$ cat src/rtl/source_token_scanner_defines.svh
// Assertion helpers shared by the scanner RTL.
`ifndef SOURCE_TOKEN_SCANNER_DEFINES_SVH
`define SOURCE_TOKEN_SCANNER_DEFINES_SVH

// Same-cycle implication, checked outside reset.
`define STS_ASSERT_SAME(label, clk, rst_n, ante, cons, msg) \
    label: assert property (@(posedge clk) disable iff (!rst_n) (ante) |-> (cons)) \
        else $error(msg);

// Next-cycle implication, checked outside reset.
`define STS_ASSERT_NEXT(label, clk, rst_n, ante, cons, msg) \
    label: assert property (@(posedge clk) disable iff (!rst_n) (ante) |=> (cons)) \
        else $error(msg);

`endif

$ cat src/rtl/sts_pkg.sv
`default_nettype none

package sts_pkg;

    // Token kinds.
    localparam logic [4:0] KIND_EOF     = 5'd0;
    localparam logic [4:0] KIND_PLUS    = 5'd1;
    localparam logic [4:0] KIND_SEMI    = 5'd2;
    localparam logic [4:0] KIND_LBRACE  = 5'd3;
    localparam logic [4:0] KIND_RBRACE  = 5'd4;
    localparam logic [4:0] KIND_LPAREN  = 5'd5;
    localparam logic [4:0] KIND_RPAREN  = 5'd6;
    localparam logic [4:0] KIND_ASSIGN  = 5'd7;
    localparam logic [4:0] KIND_STRING  = 5'd8;
    localparam logic [4:0] KIND_INT     = 5'd9;
    localparam logic [4:0] KIND_IDENT   = 5'd10;
    localparam logic [4:0] KIND_ELSE    = 5'd11;
    localparam logic [4:0] KIND_INVALID = 5'd16;

    // Diagnostics.
    localparam logic [1:0] DIAG_NONE     = 2'd0;
    localparam logic [1:0] DIAG_BAD_CHAR = 2'd1;
    localparam logic [1:0] DIAG_OVERFLOW = 2'd2;
    localparam logic [1:0] DIAG_UNENDED  = 2'd3;

    // Source bytes with a meaning of their own.
    localparam logic [7:0] CH_NUL    = 8'h00;
    localparam logic [7:0] CH_TAB    = 8'h09;
    localparam logic [7:0] CH_LF     = 8'h0A;
    localparam logic [7:0] CH_CR     = 8'h0D;
    localparam logic [7:0] CH_SPACE  = 8'h20;
    localparam logic [7:0] CH_QUOTE  = 8'h22;
    localparam logic [7:0] CH_LPAREN = 8'h28;
    localparam logic [7:0] CH_RPAREN = 8'h29;
    localparam logic [7:0] CH_PLUS   = 8'h2B;
    localparam logic [7:0] CH_ZERO   = 8'h30;
    localparam logic [7:0] CH_NINE   = 8'h39;
    localparam logic [7:0] CH_SEMI   = 8'h3B;
    localparam logic [7:0] CH_EQ     = 8'h3D;
    localparam logic [7:0] CH_UPPER_A = 8'h41;
    localparam logic [7:0] CH_UPPER_Z = 8'h5A;
    localparam logic [7:0] CH_LOWER_A = 8'h61;
    localparam logic [7:0] CH_LOWER_Z = 8'h7A;
    localparam logic [7:0] CH_LBRACE = 8'h7B;
    localparam logic [7:0] CH_RBRACE = 8'h7D;

    // Keyword table, entry k gives kind KIND_ELSE + k. Text is right-justified,
    // first character in the highest used byte.
    localparam int KW_COUNT   = 5;
    localparam int KW_MAX_TXT = 5;
    localparam logic [KW_COUNT-1:0][8*KW_MAX_TXT-1:0] KW_TEXT = {
        40'("trim"), 40'("print"), 40'("my"), 40'("if"), 40'("else")
    };
    localparam logic [KW_COUNT-1:0][2:0] KW_LEN = {3'd4, 3'd5, 3'd2, 3'd2, 3'd4};

    // Result queue depth; a byte can produce two results.
    localparam int QUEUE_DEPTH = 4;

    typedef enum logic [1:0] {
        MODE_IDLE  = 2'd0,
        MODE_INT   = 2'd1,
        MODE_IDENT = 2'd2,
        MODE_STR   = 2'd3
    } t_scan_mode;

    typedef struct packed {
        logic [4:0]  kind;
        logic [31:0] start_pos;
        logic [31:0] end_pos;
        logic [63:0] value;
        logic [1:0]  diag;
        logic [7:0]  bad;
        logic        last;
    } t_token;

    typedef struct packed {
        logic   valid0;
        logic   valid1;
        t_token tok0;
        t_token tok1;
    } t_push;

endpackage

`default_nettype wire

$ cat src/rtl/sts_core.sv
`default_nettype none
`include "source_token_scanner_defines.svh"

module sts_core #(
    parameter int POS_WIDTH       = 32,
    parameter int KEYWORD_MAX_LEN = 5
) (
    input  wire logic          i_clk,
    input  wire logic          i_rst_n,
    input  wire logic          i_fire,
    input  wire logic [7:0]    i_char,
    output sts_pkg::t_push     o_push
);
    import sts_pkg::*;

    localparam int LENW = $clog2(KEYWORD_MAX_LEN + 2);
    localparam int IDXW = $clog2(KEYWORD_MAX_LEN);

    t_scan_mode             r_mode, n_mode;
    logic [POS_WIDTH-1:0]   r_offset, n_offset;
    logic [POS_WIDTH-1:0]   r_start, n_start;
    logic [63:0]            r_acc, n_acc;
    logic                   r_ovf, n_ovf;
    logic [LENW-1:0]        r_len, n_len;
    logic [7:0]             r_prefix [KEYWORD_MAX_LEN];

    logic                   w_digit, w_letter, w_space, w_alnum;
    logic [3:0]             w_digit_val;
    logic [67:0]            w_sum;
    logic [POS_WIDTH-1:0]   w_p1;
    logic [63:0]            w_p_ext, w_p1_ext, w_s_ext;
    logic [31:0]            w_p, w_pn, w_s;
    logic                   w_rescan, w_eof;
    logic [4:0]             w_ident_kind;
    logic                   w_a_valid, w_b_valid;
    t_token                 w_a, w_b;
    logic                   w_pfx_we;
    logic [IDXW-1:0]        w_pfx_idx;

    assign w_digit     = (i_char >= CH_ZERO) && (i_char <= CH_NINE);
    assign w_letter    = ((i_char >= CH_LOWER_A) && (i_char <= CH_LOWER_Z)) ||
                         ((i_char >= CH_UPPER_A) && (i_char <= CH_UPPER_Z));
    assign w_space     = (i_char == CH_SPACE) || ((i_char >= CH_TAB) && (i_char <= CH_CR));
    assign w_alnum     = w_digit || w_letter;
    assign w_digit_val = 4'(i_char - CH_ZERO);

    // acc * 10 + d as two shifted adds; any carry past bit 63 is overflow.
    assign w_sum = 68'({r_acc, 3'b000}) + 68'({r_acc, 1'b0}) + 68'(w_digit_val);

    assign w_p1     = r_offset + 1'b1;
    assign w_p_ext  = 64'(r_offset);
    assign w_p1_ext = 64'(w_p1);
    assign w_s_ext  = 64'(r_start);
    assign w_p      = w_p_ext[31:0];
    assign w_pn     = w_p1_ext[31:0];
    assign w_s      = w_s_ext[31:0];

    // The byte is scanned as if idle when it ends the token in progress.
    always_comb begin
        case (r_mode)
            MODE_STR:   w_rescan = (i_char == CH_NUL);
            MODE_INT:   w_rescan = !w_digit;
            MODE_IDENT: w_rescan = !w_alnum;
            default:    w_rescan = 1'b1;
        endcase
    end
    assign w_eof = w_rescan && (i_char == CH_NUL);

    always_comb begin
        w_ident_kind = KIND_IDENT;
        for (int k = KW_COUNT - 1; k >= 0; k--) begin
            logic hit;
            hit = (r_len == LENW'(KW_LEN[k]));
            for (int i = 0; i < KW_MAX_TXT; i++) begin
                if (i < int'(KW_LEN[k])) begin
                    hit = hit && (r_prefix[i] ==
                          KW_TEXT[k][8*(int'(KW_LEN[k]) - 1 - i) +: 8]);
                end
            end
            if (hit) begin
                w_ident_kind = 5'(int'(KIND_ELSE) + k);
            end
        end
    end

    // Result for the token that this byte ends.
    always_comb begin
        w_a_valid     = 1'b0;
        w_a           = '0;
        w_a.start_pos = w_s;
        w_a.end_pos   = w_p;
        case (r_mode)
            MODE_STR: begin
                w_a.kind = KIND_STRING;
                if (i_char == CH_QUOTE) begin
                    w_a_valid   = 1'b1;
                    w_a.end_pos = w_pn;
                end else if (i_char == CH_LF) begin
                    w_a_valid   = 1'b1;
                    w_a.end_pos = w_pn;
                    w_a.diag    = DIAG_UNENDED;
                end else if (i_char == CH_NUL) begin
                    w_a_valid   = 1'b1;
                    w_a.diag    = DIAG_UNENDED;
                end
            end
            MODE_INT: begin
                w_a.kind  = KIND_INT;
                w_a_valid = !w_digit;
                w_a.value = r_ovf ? 64'd0 : r_acc;
                w_a.diag  = r_ovf ? DIAG_OVERFLOW : DIAG_NONE;
            end
            MODE_IDENT: begin
                w_a.kind  = w_ident_kind;
                w_a_valid = !w_alnum;
            end
            default: begin
                w_a_valid = 1'b0;
            end
        endcase
    end

    // Result for the byte itself when scanned as if idle.
    always_comb begin
        w_b_valid     = w_rescan;
        w_b           = '0;
        w_b.start_pos = w_p;
        w_b.end_pos   = w_pn;
        w_b.last      = 1'b1;
        case (i_char)
            CH_NUL:    w_b.kind = KIND_EOF;
            CH_PLUS:   w_b.kind = KIND_PLUS;
            CH_SEMI:   w_b.kind = KIND_SEMI;
            CH_LBRACE: w_b.kind = KIND_LBRACE;
            CH_RBRACE: w_b.kind = KIND_RBRACE;
            CH_LPAREN: w_b.kind = KIND_LPAREN;
            CH_RPAREN: w_b.kind = KIND_RPAREN;
            CH_EQ:     w_b.kind = KIND_ASSIGN;
            CH_QUOTE:  w_b_valid = 1'b0;
            default: begin
                if (w_space || w_alnum) begin
                    w_b_valid = 1'b0;
                end else begin
                    w_b.kind = KIND_INVALID;
                    w_b.diag = DIAG_BAD_CHAR;
                    w_b.bad  = i_char;
                end
            end
        endcase
    end

    always_comb begin
        o_push.valid0    = i_fire && (w_a_valid || w_b_valid);
        o_push.valid1    = i_fire && w_a_valid && w_b_valid;
        o_push.tok0      = w_a_valid ? w_a : w_b;
        o_push.tok0.last = !(w_a_valid && w_b_valid);
        o_push.tok1      = w_b;
    end

    // Next state.
    always_comb begin
        n_mode    = r_mode;
        n_offset  = r_offset;
        n_start   = r_start;
        n_acc     = r_acc;
        n_ovf     = r_ovf;
        n_len     = r_len;
        w_pfx_we  = 1'b0;
        w_pfx_idx = r_len[IDXW-1:0];
        if (i_fire) begin
            case (r_mode)
                MODE_STR: begin
                    if ((i_char == CH_QUOTE) || (i_char == CH_LF)) begin
                        n_mode = MODE_IDLE;
                    end
                end
                MODE_INT: begin
                    if (w_digit && !r_ovf) begin
                        if (|w_sum[67:64]) begin
                            n_ovf = 1'b1;
                        end else begin
                            n_acc = w_sum[63:0];
                        end
                    end
                end
                MODE_IDENT: begin
                    if (w_alnum) begin
                        w_pfx_we = (r_len < LENW'(KEYWORD_MAX_LEN));
                        if (r_len <= LENW'(KEYWORD_MAX_LEN)) begin
                            n_len = r_len + 1'b1;
                        end
                    end
                end
                default: begin
                    n_mode = MODE_IDLE;
                end
            endcase
            if (w_rescan) begin
                n_mode = MODE_IDLE;
                if (i_char == CH_QUOTE) begin
                    n_mode  = MODE_STR;
                    n_start = r_offset;
                end else if (w_digit) begin
                    n_mode  = MODE_INT;
                    n_start = r_offset;
                    n_acc   = 64'(w_digit_val);
                    n_ovf   = 1'b0;
                end else if (w_letter) begin
                    n_mode    = MODE_IDENT;
                    n_start   = r_offset;
                    n_len     = LENW'(1);
                    w_pfx_we  = 1'b1;
                    w_pfx_idx = '0;
                end
            end
            if (w_eof) begin
                n_mode   = MODE_IDLE;
                n_offset = '0;
                n_start  = '0;
                n_acc    = '0;
                n_ovf    = 1'b0;
                n_len    = '0;
            end else begin
                n_offset = w_p1;
            end
        end
    end

    always_ff @(posedge i_clk) begin
        if (!i_rst_n) begin
            r_mode   <= MODE_IDLE;
            r_offset <= '0;
            r_start  <= '0;
            r_acc    <= '0;
            r_ovf    <= 1'b0;
            r_len    <= '0;
        end else begin
            r_mode   <= n_mode;
            r_offset <= n_offset;
            r_start  <= n_start;
            r_acc    <= n_acc;
            r_ovf    <= n_ovf;
            r_len    <= n_len;
        end
    end

    always_ff @(posedge i_clk) begin
        if (w_pfx_we) begin
            r_prefix[w_pfx_idx] <= i_char;
        end
    end

    `STS_ASSERT_NEXT(a_eof_restarts, i_clk, i_rst_n, i_fire && (i_char == CH_NUL), (r_offset == '0) && (r_mode == MODE_IDLE), "end of input did not restart the scan")
    `STS_ASSERT_NEXT(a_offset_steps, i_clk, i_rst_n, i_fire && (i_char != CH_NUL), r_offset == POS_WIDTH'($past(r_offset) + 1'b1), "byte offset did not advance by one")
    `STS_ASSERT_SAME(a_pair_order, i_clk, i_rst_n, o_push.valid1, o_push.valid0 && !o_push.tok0.last && o_push.tok1.last, "two results with wrong last marks")
    `STS_ASSERT_SAME(a_word_len_sat, i_clk, i_rst_n, 1'b1, r_len <= LENW'(KEYWORD_MAX_LEN + 1), "word length past saturation")

endmodule

`default_nettype wire

$ cat src/rtl/sts_queue.sv
`default_nettype none
`include "source_token_scanner_defines.svh"

module sts_queue (
    input  wire logic           i_clk,
    input  wire logic           i_rst_n,
    input  wire sts_pkg::t_push i_push,
    input  wire logic           i_pop,
    output logic                o_room,
    output logic                o_valid,
    output sts_pkg::t_token     o_head
);
    import sts_pkg::*;

    localparam int PTRW = $clog2(QUEUE_DEPTH);
    localparam int CNTW = $clog2(QUEUE_DEPTH + 1);

    t_token             r_slot [QUEUE_DEPTH];
    logic [PTRW-1:0]    r_wptr, n_wptr;
    logic [PTRW-1:0]    r_rptr, n_rptr;
    logic [CNTW-1:0]    r_count, n_count;
    logic [PTRW-1:0]    w_wptr1;
    logic [CNTW:0]      w_need, w_have;

    assign w_wptr1 = PTRW'(r_wptr + 1'b1);
    assign o_valid = (r_count != '0);
    assign o_head  = r_slot[r_rptr];

    // Room for a full pair, counting the beat that leaves this cycle.
    assign w_need = (CNTW+1)'(r_count) + (CNTW+1)'(2);
    assign w_have = (CNTW+1)'(QUEUE_DEPTH) + (CNTW+1)'(i_pop && o_valid);
    assign o_room = (w_need <= w_have);

    always_comb begin
        n_wptr  = r_wptr;
        n_rptr  = r_rptr;
        n_count = r_count;
        if (i_push.valid1) begin
            n_wptr = PTRW'(r_wptr + 2'd2);
        end else if (i_push.valid0) begin
            n_wptr = w_wptr1;
        end
        if (i_pop && o_valid) begin
            n_rptr = PTRW'(r_rptr + 1'b1);
        end
        n_count = CNTW'(r_count + CNTW'(i_push.valid0) + CNTW'(i_push.valid1)
                        - CNTW'(i_pop && o_valid));
    end

    always_ff @(posedge i_clk) begin
        if (!i_rst_n) begin
            r_wptr  <= '0;
            r_rptr  <= '0;
            r_count <= '0;
        end else begin
            r_wptr  <= n_wptr;
            r_rptr  <= n_rptr;
            r_count <= n_count;
        end
    end

    always_ff @(posedge i_clk) begin
        if (i_push.valid0) begin
            r_slot[r_wptr] <= i_push.tok0;
        end
        if (i_push.valid1) begin
            r_slot[w_wptr1] <= i_push.tok1;
        end
    end

    `STS_ASSERT_SAME(a_count_bound, i_clk, i_rst_n, 1'b1, r_count <= CNTW'(QUEUE_DEPTH), "result queue count past depth")
    `STS_ASSERT_SAME(a_pair_in_order, i_clk, i_rst_n, i_push.valid1, i_push.valid0, "second result pushed without the first")
    `STS_ASSERT_NEXT(a_push_shows, i_clk, i_rst_n, i_push.valid0, o_valid, "pushed result not visible")

endmodule

`default_nettype wire

$ cat src/rtl/source_token_scanner.sv
// Byte-serial source scanner.
// Input channel: one source byte per beat on i_char_in (i_in_valid/o_in_ready).
// A zero byte ends the text: it yields an end token and offsets restart at 0.
// Output channel: one token per beat (o_out_valid/i_out_ready) with kind,
// start and end offsets, integer value, diagnostic, bad byte and a flag
// that marks the last token caused by a given byte (a byte can end the
// token in progress and start or be a token itself, so it gives 0 to 2).
// A byte is held in the input register; once the queue has room, its tokens
// are written into a four-entry result queue, which offers them on the output.
// Throughput: one byte per cycle while the receiver keeps up. A byte leaves
// the input register only when the queue has room for two tokens, so
// sustained rate is set by the output port's one token per cycle.
// When the receiver stalls, the queue fills and the input backs up; the
// held output beat stays stable. Reset (synchronous, active low) empties
// the queue and returns the scanner to idle at offset 0.
`default_nettype none

module source_token_scanner #(
    parameter int POS_WIDTH       = 32,
    parameter int KEYWORD_MAX_LEN = 5
) (
    input  wire logic        i_clk,
    input  wire logic        i_rst_n,
    input  wire logic        i_in_valid,
    output logic             o_in_ready,
    input  wire logic [7:0]  i_char_in,
    output logic             o_out_valid,
    input  wire logic        i_out_ready,
    output logic [4:0]       o_token_kind,
    output logic [31:0]      o_start_pos,
    output logic [31:0]      o_end_pos,
    output logic [63:0]      o_int_value,
    output logic [1:0]       o_diag_code,
    output logic [7:0]       o_bad_char,
    output logic             o_last_result
);
    import sts_pkg::*;

    logic       r_in_valid;
    logic [7:0] r_in_char;
    logic       w_room;
    logic       w_fire;
    t_push      w_push;
    t_token     w_head;

    assign w_fire     = r_in_valid && w_room;
    assign o_in_ready = !r_in_valid || w_fire;

    always_ff @(posedge i_clk) begin
        if (!i_rst_n) begin
            r_in_valid <= 1'b0;
        end else if (o_in_ready) begin
            r_in_valid <= i_in_valid;
        end
    end

    always_ff @(posedge i_clk) begin
        if (o_in_ready && i_in_valid) begin
            r_in_char <= i_char_in;
        end
    end

    sts_core #(
        .POS_WIDTH       (POS_WIDTH),
        .KEYWORD_MAX_LEN (KEYWORD_MAX_LEN)
    ) u_core (
        .i_clk   (i_clk),
        .i_rst_n (i_rst_n),
        .i_fire  (w_fire),
        .i_char  (r_in_char),
        .o_push  (w_push)
    );

    sts_queue u_queue (
        .i_clk   (i_clk),
        .i_rst_n (i_rst_n),
        .i_push  (w_push),
        .i_pop   (i_out_ready),
        .o_room  (w_room),
        .o_valid (o_out_valid),
        .o_head  (w_head)
    );

    assign o_token_kind  = w_head.kind;
    assign o_start_pos   = w_head.start_pos;
    assign o_end_pos     = w_head.end_pos;
    assign o_int_value   = w_head.value;
    assign o_diag_code   = w_head.diag;
    assign o_bad_char    = w_head.bad;
    assign o_last_result = w_head.last;

endmodule

`default_nettype wire

$ cat config.mk
export PLATFORM = sky130hd
export DESIGN_NAME = source_token_scanner
export DESIGN_NICKNAME = d
export VERILOG_FILES = /design/src/rtl/sts_pkg.sv /design/src/rtl/sts_core.sv /design/src/rtl/sts_queue.sv /design/src/rtl/source_token_scanner.sv
export VERILOG_INCLUDE_DIRS = /design/src /design/src/rtl
export SDC_FILE = /design/constraint.sdc
export NUM_CORES = 2
export LEC_CHECK = 0
export BUFFER_PORTS_ARGS = -buffer_cell sky130_fd_sc_hd__clkbuf_2
export CAP_MARGIN = 10
export CORE_MARGIN = 2
export CORE_UTILIZATION = 55
export DETAILED_ROUTE_END_ITERATION = 8
export PLACE_DENSITY = 0.76
export REMOVE_ABC_BUFFERS = 1
export SKIP_CTS_REPAIR_TIMING = 1
export SYNTH_ARGS = -nofsm -noshare
export SYNTH_HDL_FRONTEND = slang
export SYNTH_SLANG_ARGS = --single-unit
$ cat constraint.sdc
create_clock -name i_clk -period 5 [get_ports i_clk]
set_input_delay 1 -clock i_clk [delete_from_list [all_inputs] [get_ports i_clk]]
set_output_delay 1 -clock i_clk [all_outputs]
set_load 0.05 [all_outputs]
; ---- Yosys cells after proc, flatten, opt, wreduce, memory -nomap -nowiden
; Memories as Yosys holds them, arrays and structs flattened. A register that Yosys moved wholly into a read port is not among the register bits.
; Cells that the tools add are included.
[op_classes]
n_eq_ne = 33
div_mod_pow = 0
muxes = 85
n_bitwise = 0
n_addsub = 13
reduce_logical = 54
n_shift = 0
multipliers = 0
n_lt_le_gt_ge = 11
[op_table]
columns = cell, count
row1 = 2-to-1 mux 64 bit, 9
row2 = 2-to-1 mux 32 bit, 9
row3 = 2-to-1 mux 144 bit, 1
row4 = "equality test 8 x 7 -> 1 bit, second input constant", 17
row5 = adder 67 x 65 -> 68 bit, 1
row6 = adder 68 x 4 -> 68 bit, 1
row7 = "equality test 8 x 6 -> 1 bit, second input constant", 7
row8 = 2-to-1 mux 3 bit, 18
row9 = one-hot mux 5 bit (8 select lines), 1
row10 = "adder 32 x 1 -> 32 bit, second input constant", 1
row11 = logical AND 1 bit, 30
row12 = 2-to-1 mux 2 bit, 14
row13 = 2-to-1 mux 1 bit, 24
row14 = ">= comparator 8 x 7 -> 1 bit, second input constant", 2
row15 = "less-or-equal comparator 8 x 7 -> 1 bit, second input constant", 2
row16 = one-hot mux 4 bit (3 select lines), 1
row17 = 2-to-1 mux 10 bit, 1
row18 = 2-to-1 mux 9 bit, 1
row19 = OR reduction 9 bit, 1
row20 = "equality test 8 x 4 -> 1 bit, second input constant", 1
row21 = ">= comparator 8 x 4 -> 1 bit, second input constant", 1
row22 = ">= comparator 8 x 6 -> 1 bit, second input constant", 1
row23 = "less-or-equal comparator 8 x 4 -> 1 bit, second input constant", 1
row24 = "less-or-equal comparator 8 x 6 -> 1 bit, second input constant", 1
row25 = other kinds (31), 50
[totals]
reg_bits = 150
ram_bits = 616
wordCells = 209
memories = 2
inputBits = 12
mem_bits_ro = 0
out_inout_bits = 146
latchBits = 0
[mem_list]
columns = name, depth, word_bits, rd, rd_ports_with_merged_regs, write_ports, line
row1 = u_queue.r_slot, 4, 144, 1, 1, 2, sts_queue.sv:18  ; t_token r_slot [QUEUE_DEPTH];
row2 = u_core.r_prefix, 5, 8, 5, 0, 1, sts_core.sv:25  ; logic [7:0] r_prefix [KEYWORD_MAX_LEN];

; ---- Logic depth before layout (Yosys ltp)
[depth]
word_depth = 13
ltp_mapped = 16
depth_no_buf = 14

; ---- Cells and area by module
; A second synthesis with hierarchy kept.
[unflattened]
hier_cells = 3204
area_unflattened_um2 = 42852.3
[by_module_without_submodules]
columns = module, area_each_um2, seq_area_each_um2, cells_per_inst, n_inst
row1 = sts_queue, 28245.8, 17476.8, 1448, 1
row2 = sts_core, 14301.2, 3883.7, 1742, 1
row3 = source_token_scanner, 305.3, 260.2, 14, 1

; ---- Worst setup path after synthesis
; No wires, ideal clock.
[synth_path]
kind = reg-to-reg
start = register u_queue.r_count[1]
end = memory u_queue.r_slot[1][100] (netlist bit) (enable)
slack_ps = -82
setup_ps = 431
synth_period_minus_slack_ps = 5082
required_time_ps = 4569
stages_incl_launch_ff = 15
n_path_buf = 3
arrival_time_ps = 4651
cell_sequence = dfxtp_1 -> or3_1 -> and2_1 -> ha_1 -> a22oi_1 -> o22a_1 -> nand2b_1 -> clkbuf_1 -> a21oi_2 -> buf_2 -> nand2_1 -> nor2_1 -> nor2_1 -> buf_2 -> inv_1
[synth_lines]
columns = element, line
row1 = from (decl), sts_queue.sv:21  ; logic [CNTW-1:0] r_count, n_count;
row2 = from (signal assigned), sts_queue.sv:58  ; r_count <= n_count;
row3 = to (decl), sts_queue.sv:18

; ---- Final worst setup path
[layout_path]
start = register u_core.r_acc[2]
end = register u_core.r_acc[31]
[layout_between]
elab_chain_len = 10
[layout_rtl]
columns = element, line
row1 = from (decl), sts_core.sv:22  ; logic [63:0] r_acc, n_acc;
row2 = from (signal assigned), sts_core.sv:241  ; r_acc <= n_acc;
row3 = adder 67 x 65 -> 68 bit (*), sts_core.sv:48  ; assign w_sum = 68'({r_acc, 3'b000}) + 68'({r_acc, 1'b0}) + 68'(w_digit_val);
row4 = adder 68 x 4 -> 68 bit (*), sts_core.sv:48
row5 = OR reduction 4 bit, sts_core.sv:179  ; if (|w_sum[67:64]) begin
row6 = 2-to-1 mux 64 bit (*), sts_core.sv:179
row7 = 2-to-1 mux 64 bit (*), sts_core.sv:178  ; if (w_digit && !r_ovf) begin
row8 = 2-to-1 mux 64 bit (*), sts_core.sv:171  ; case (r_mode)
row9 = 2-to-1 mux 64 bit, sts_core.sv:203  ; end else if (w_digit) begin
row10 = 2-to-1 mux 64 bit, sts_core.sv:200  ; if (i_char == CH_QUOTE) begin
row11 = 2-to-1 mux 64 bit (*), sts_core.sv:198  ; if (w_rescan) begin
row12 = 2-to-1 mux 64 bit (*), sts_core.sv:216  ; if (w_eof) begin
; Mark *: on every way between the ends. The rest lies on a longest branch, timed or not.
; A chain may end at the register's enable or synchronous reset.

==> metrics <==
outcome=finished, final reports clean; PwrDens=approximately 380 mW/mm^2; H-tree levels=3; Synth Cell Area=about 0.04 mm^2; fmax=214 MHz; Final Util=61.9%; DR iter-0 viols=4011; initial cell density of the core=a little under three fifths; Worst Path Required=5.53 ns; Post-synth top flop=dfxtp_1; CTS max path bufs=3; clock slew at reported path FFs=roughly 0.06 ns; leakage=about 15 nW; CTS tree=yes; final hold violations=0; cell row count=98; crit end category=register; ANT nets after route=0; slowest CP cell=a2111oi_2; first-pass GRT wire length=177000 um; Worst-Skew Late Latency=0.66 ns; #FFs+latches synth=768; number of max-cap violations=0; syn_area_per_cell=~10 um^2; total track usage=a little under a third; CP Max Fanout=26; cells along the critical path=inv_1, fa_1, fa_1, nand2b_1, a21oi_1, o2111ai_2, a2111oi_4, o31ai_1, a211oi_2, o211ai_1, a2111oi_2, nor2_4, buf_4, a22o_1; Ports=158; Fill cells=between 5000 and 6000; Post-Syn Instances=3946; initial antenna violation count=3; Post-synth EDFFs=356; Clock Tree Root=clkbuf_16; CP Buf/Inv Count=2; number of port buffers=157; crit path time final=around 4.7 ns; Yosys top cell area share=approximately 27%; fin nets=approximately 4000; worst vdd ir=0.443 mV; Worst Reg-to-Reg Cells=14; Placer Congestion=0.978; die height=272 um; hold_sp=u_queue.r_slot[3][45]; kind of critical path=register to register; Post-Route WL=about 110000 um; Tcrit/Tclk final=between 90% and 100%; Synth cell types=approximately 90; Most Frequent Cell on Critical Path=fa_1; slew margin rel.=11.8%; DR DRC count=0; via total after detailed routing=about 32000; Die Width=272 um; RR Startpoint=u_core.r_acc[2]; main area contributors after synthesis=edfxtp_1 27%, dfxtp_1 21%, mux4_2 8.2%; nature of the critical path startpoint=register; vias in the first global route=31200; GRT overflow=0; Final Setup Violations=0; RSZ-0062 raised after global routing=false; DR pass1 iterations=6; Worst R2R Setup Slack=approximately 0.32 ns; CTS buffer count=80; Core Box Area=a little over 0.07 mm^2; DR vias/cell=6.54; CP peak stage delay=approximately 0.56 ns; fin. max-slew vios=0; hold-critical path depth=2; Clock Sinks=about 770; critical path arrival=5.21 ns; antenna fix cells=0; sequential share of the synthesized area=47.8%; worst hold path class=register to register; WHS Endpoint=u_queue.r_slot[3][45]; final setup margin=0.325 ns; post-place setup slack=0.120 ns; Worst R2R End=u_core.r_acc[31]; dpl hpwl=around 70000 um; wire per inst=23.0 um; FFs w/ async S/R, synth=0%; layout cells sized above 1=15.0%; largest net degree at the start of global routing=~150; worst clock skew=0.0462 ns; Least-Margin Pin Slew=between 1 and 1.5 ns; warnings from Yosys=0; die area=0.0742 mm^2; family with the most delay on the worst path=compound AO/OA/AOI/OAI gates; P&R area growth vs syn=11.5%; cell taking the most area after synthesis=edfxtp_1
## cells by family after synthesis
family	after synthesis	synth area share [%]
xor gates and xnor gates	85	1.88
and+or+nand+nor	1297	15.6
muxes	146	8.24
buffers and inverters	411	4.15
adders and majority gates	147	4.72
AOI/OAI and AO/OA	1092	17.6
DFF	768	47.8
## report_power, final
part	total (W)	internal, W	switching [W]	leakage, nW
Sequential	0.00691	0.00677	0.000140	6.33
Combinational	0.00359	0.00104	0.00256	7.75
Clock	0.00632	0.00371	0.00261	1.38
## worst max path at each step
stage / startpoint / end / slack, ns / cells after the start
floorplan: r_in_char[4] / u_queue.r_slot[2][11] / -5.25 / 8
global placement: r_in_char[3] / u_core.r_acc[42] / 0.27 / 14
detailed placement: u_core.r_acc[2] / u_core.r_acc[31] / 0.12 / 14
CTS: u_core.r_acc[2] / u_core.r_acc[31] / 0.09 / 14
global route: u_core.r_acc[2] / u_core.r_acc[30] / 0.02 / 14
finish: u_core.r_acc[2] / u_core.r_acc[31] / 0.32 / 14
## cells in the mapped netlist (all sizes together), types with 28 or more instances
library cell and number:
mux4 144, nand3 351, o21ai 302, nor3 42, clkbuf 250, ha 143
inv 57, o31ai 30, and2 33, dfxtp 412, nor2 126, a21boi 47
xnor2 42, nand2b 28, a21oi 344, nand4 31, nand2 518, xor2 43
edfxtp 356, buf 104, a22o 202, and3 61
## through the flow
step           setup TNS (ns)  instance area (um^2)  hold slack (ns)  instances  power (W)
2_1_floorplan        -3233.71                 38200            0.431       3592    0.00964
3_3_place_gp                0                 41300            0.439       4805     0.0106
3_5_place_dp                0                 41300            0.445       4805     0.0106
4_1_cts                     0                 44100            0.452       4952     0.0169
5_1_grt                     0                 44100            0.468       4953     0.0173
6_report                    0                 44100            0.451       4953     0.0168
## flip-flops by register name, indices dropped and copies added, names as in the netlist, named ones only
register         count
u_core.r_ovf         1
u_core.r_offset     32
u_core.r_start      32
r_in_char            8
u_core.r_prefix     40
u_queue.r_rptr       2
u_queue.r_count      3
u_queue.r_wptr       2
u_core.r_len         3
u_core.r_acc        64
u_queue.r_slot     576
r_in_valid           1
u_core.r_mode        2
## layout make-up
| class | instances | area (um^2) | area share [%] |
|---|---|---|---|
| Clock buffer | 112 | 2290 | 5.20 |
| Clock inverter | 35 | 505 | 1.15 |
| Inverter | 57 | 219 | 0.496 |
| Multi-Input combinational cell | 2768 | 19200 | 43.6 |
| Sequential cell | 768 | 18900 | 42.9 |
| Tap cell | 950 | 1190 | 2.69 |
| Timing Repair Buffer | 263 | 1740 | 3.95 |
## cell usage in the layout, fill, tap and decap left out, types with 16 or more instances in the layout
master	synthesis	routed
o21ai_1	42	38
and3_1	61	59
dfxtp_1	412	410
nand2_1	517	514
clkinv_2	0	16
edfxtp_1	356	356
xor2_1	43	43
clkbuf_16	0	81
o211ai_1	16	16
clkbuf_2	0	157
or3_1	22	22
and2_1	33	32
nand3_1	349	349
a21oi_1	342	341
nor2_1	125	121
nor3_1	40	36
clkbuf_1	250	16
inv_1	55	51
a21boi_0	46	46
nor2b_1	26	25
buf_4	6	93
a311oi_1	24	24
ha_1	143	143
a21o_1	20	20
o31ai_1	29	29
a22o_1	202	202
nand2b_1	28	28
xnor2_1	42	42
nand4_1	30	30
o21ai_0	260	260
mux4_2	144	144
## layer usage
metal | part of all wire, % | GRT usage, % | vias up
met5 | 0.022 | 0 | -
met3 | 10 | 5.40 | 269
met2 | 46 | 47.5 | 1859
li1 | - | - | 14700
met4 | 3.5 | 11.9 | 6
met1 | 40 | 41.2 | 15600
## worst min-delay path, delay by kind of cell, from the launching register on
kind / cells / cell delay [ns]
and+or+nand+nor: 1 / 0.05
AOI/OAI and AO/OA: 1 / 0.05
DFF: 1 / 0.30
Note: power is estimated with default switching activity, not from simulation.
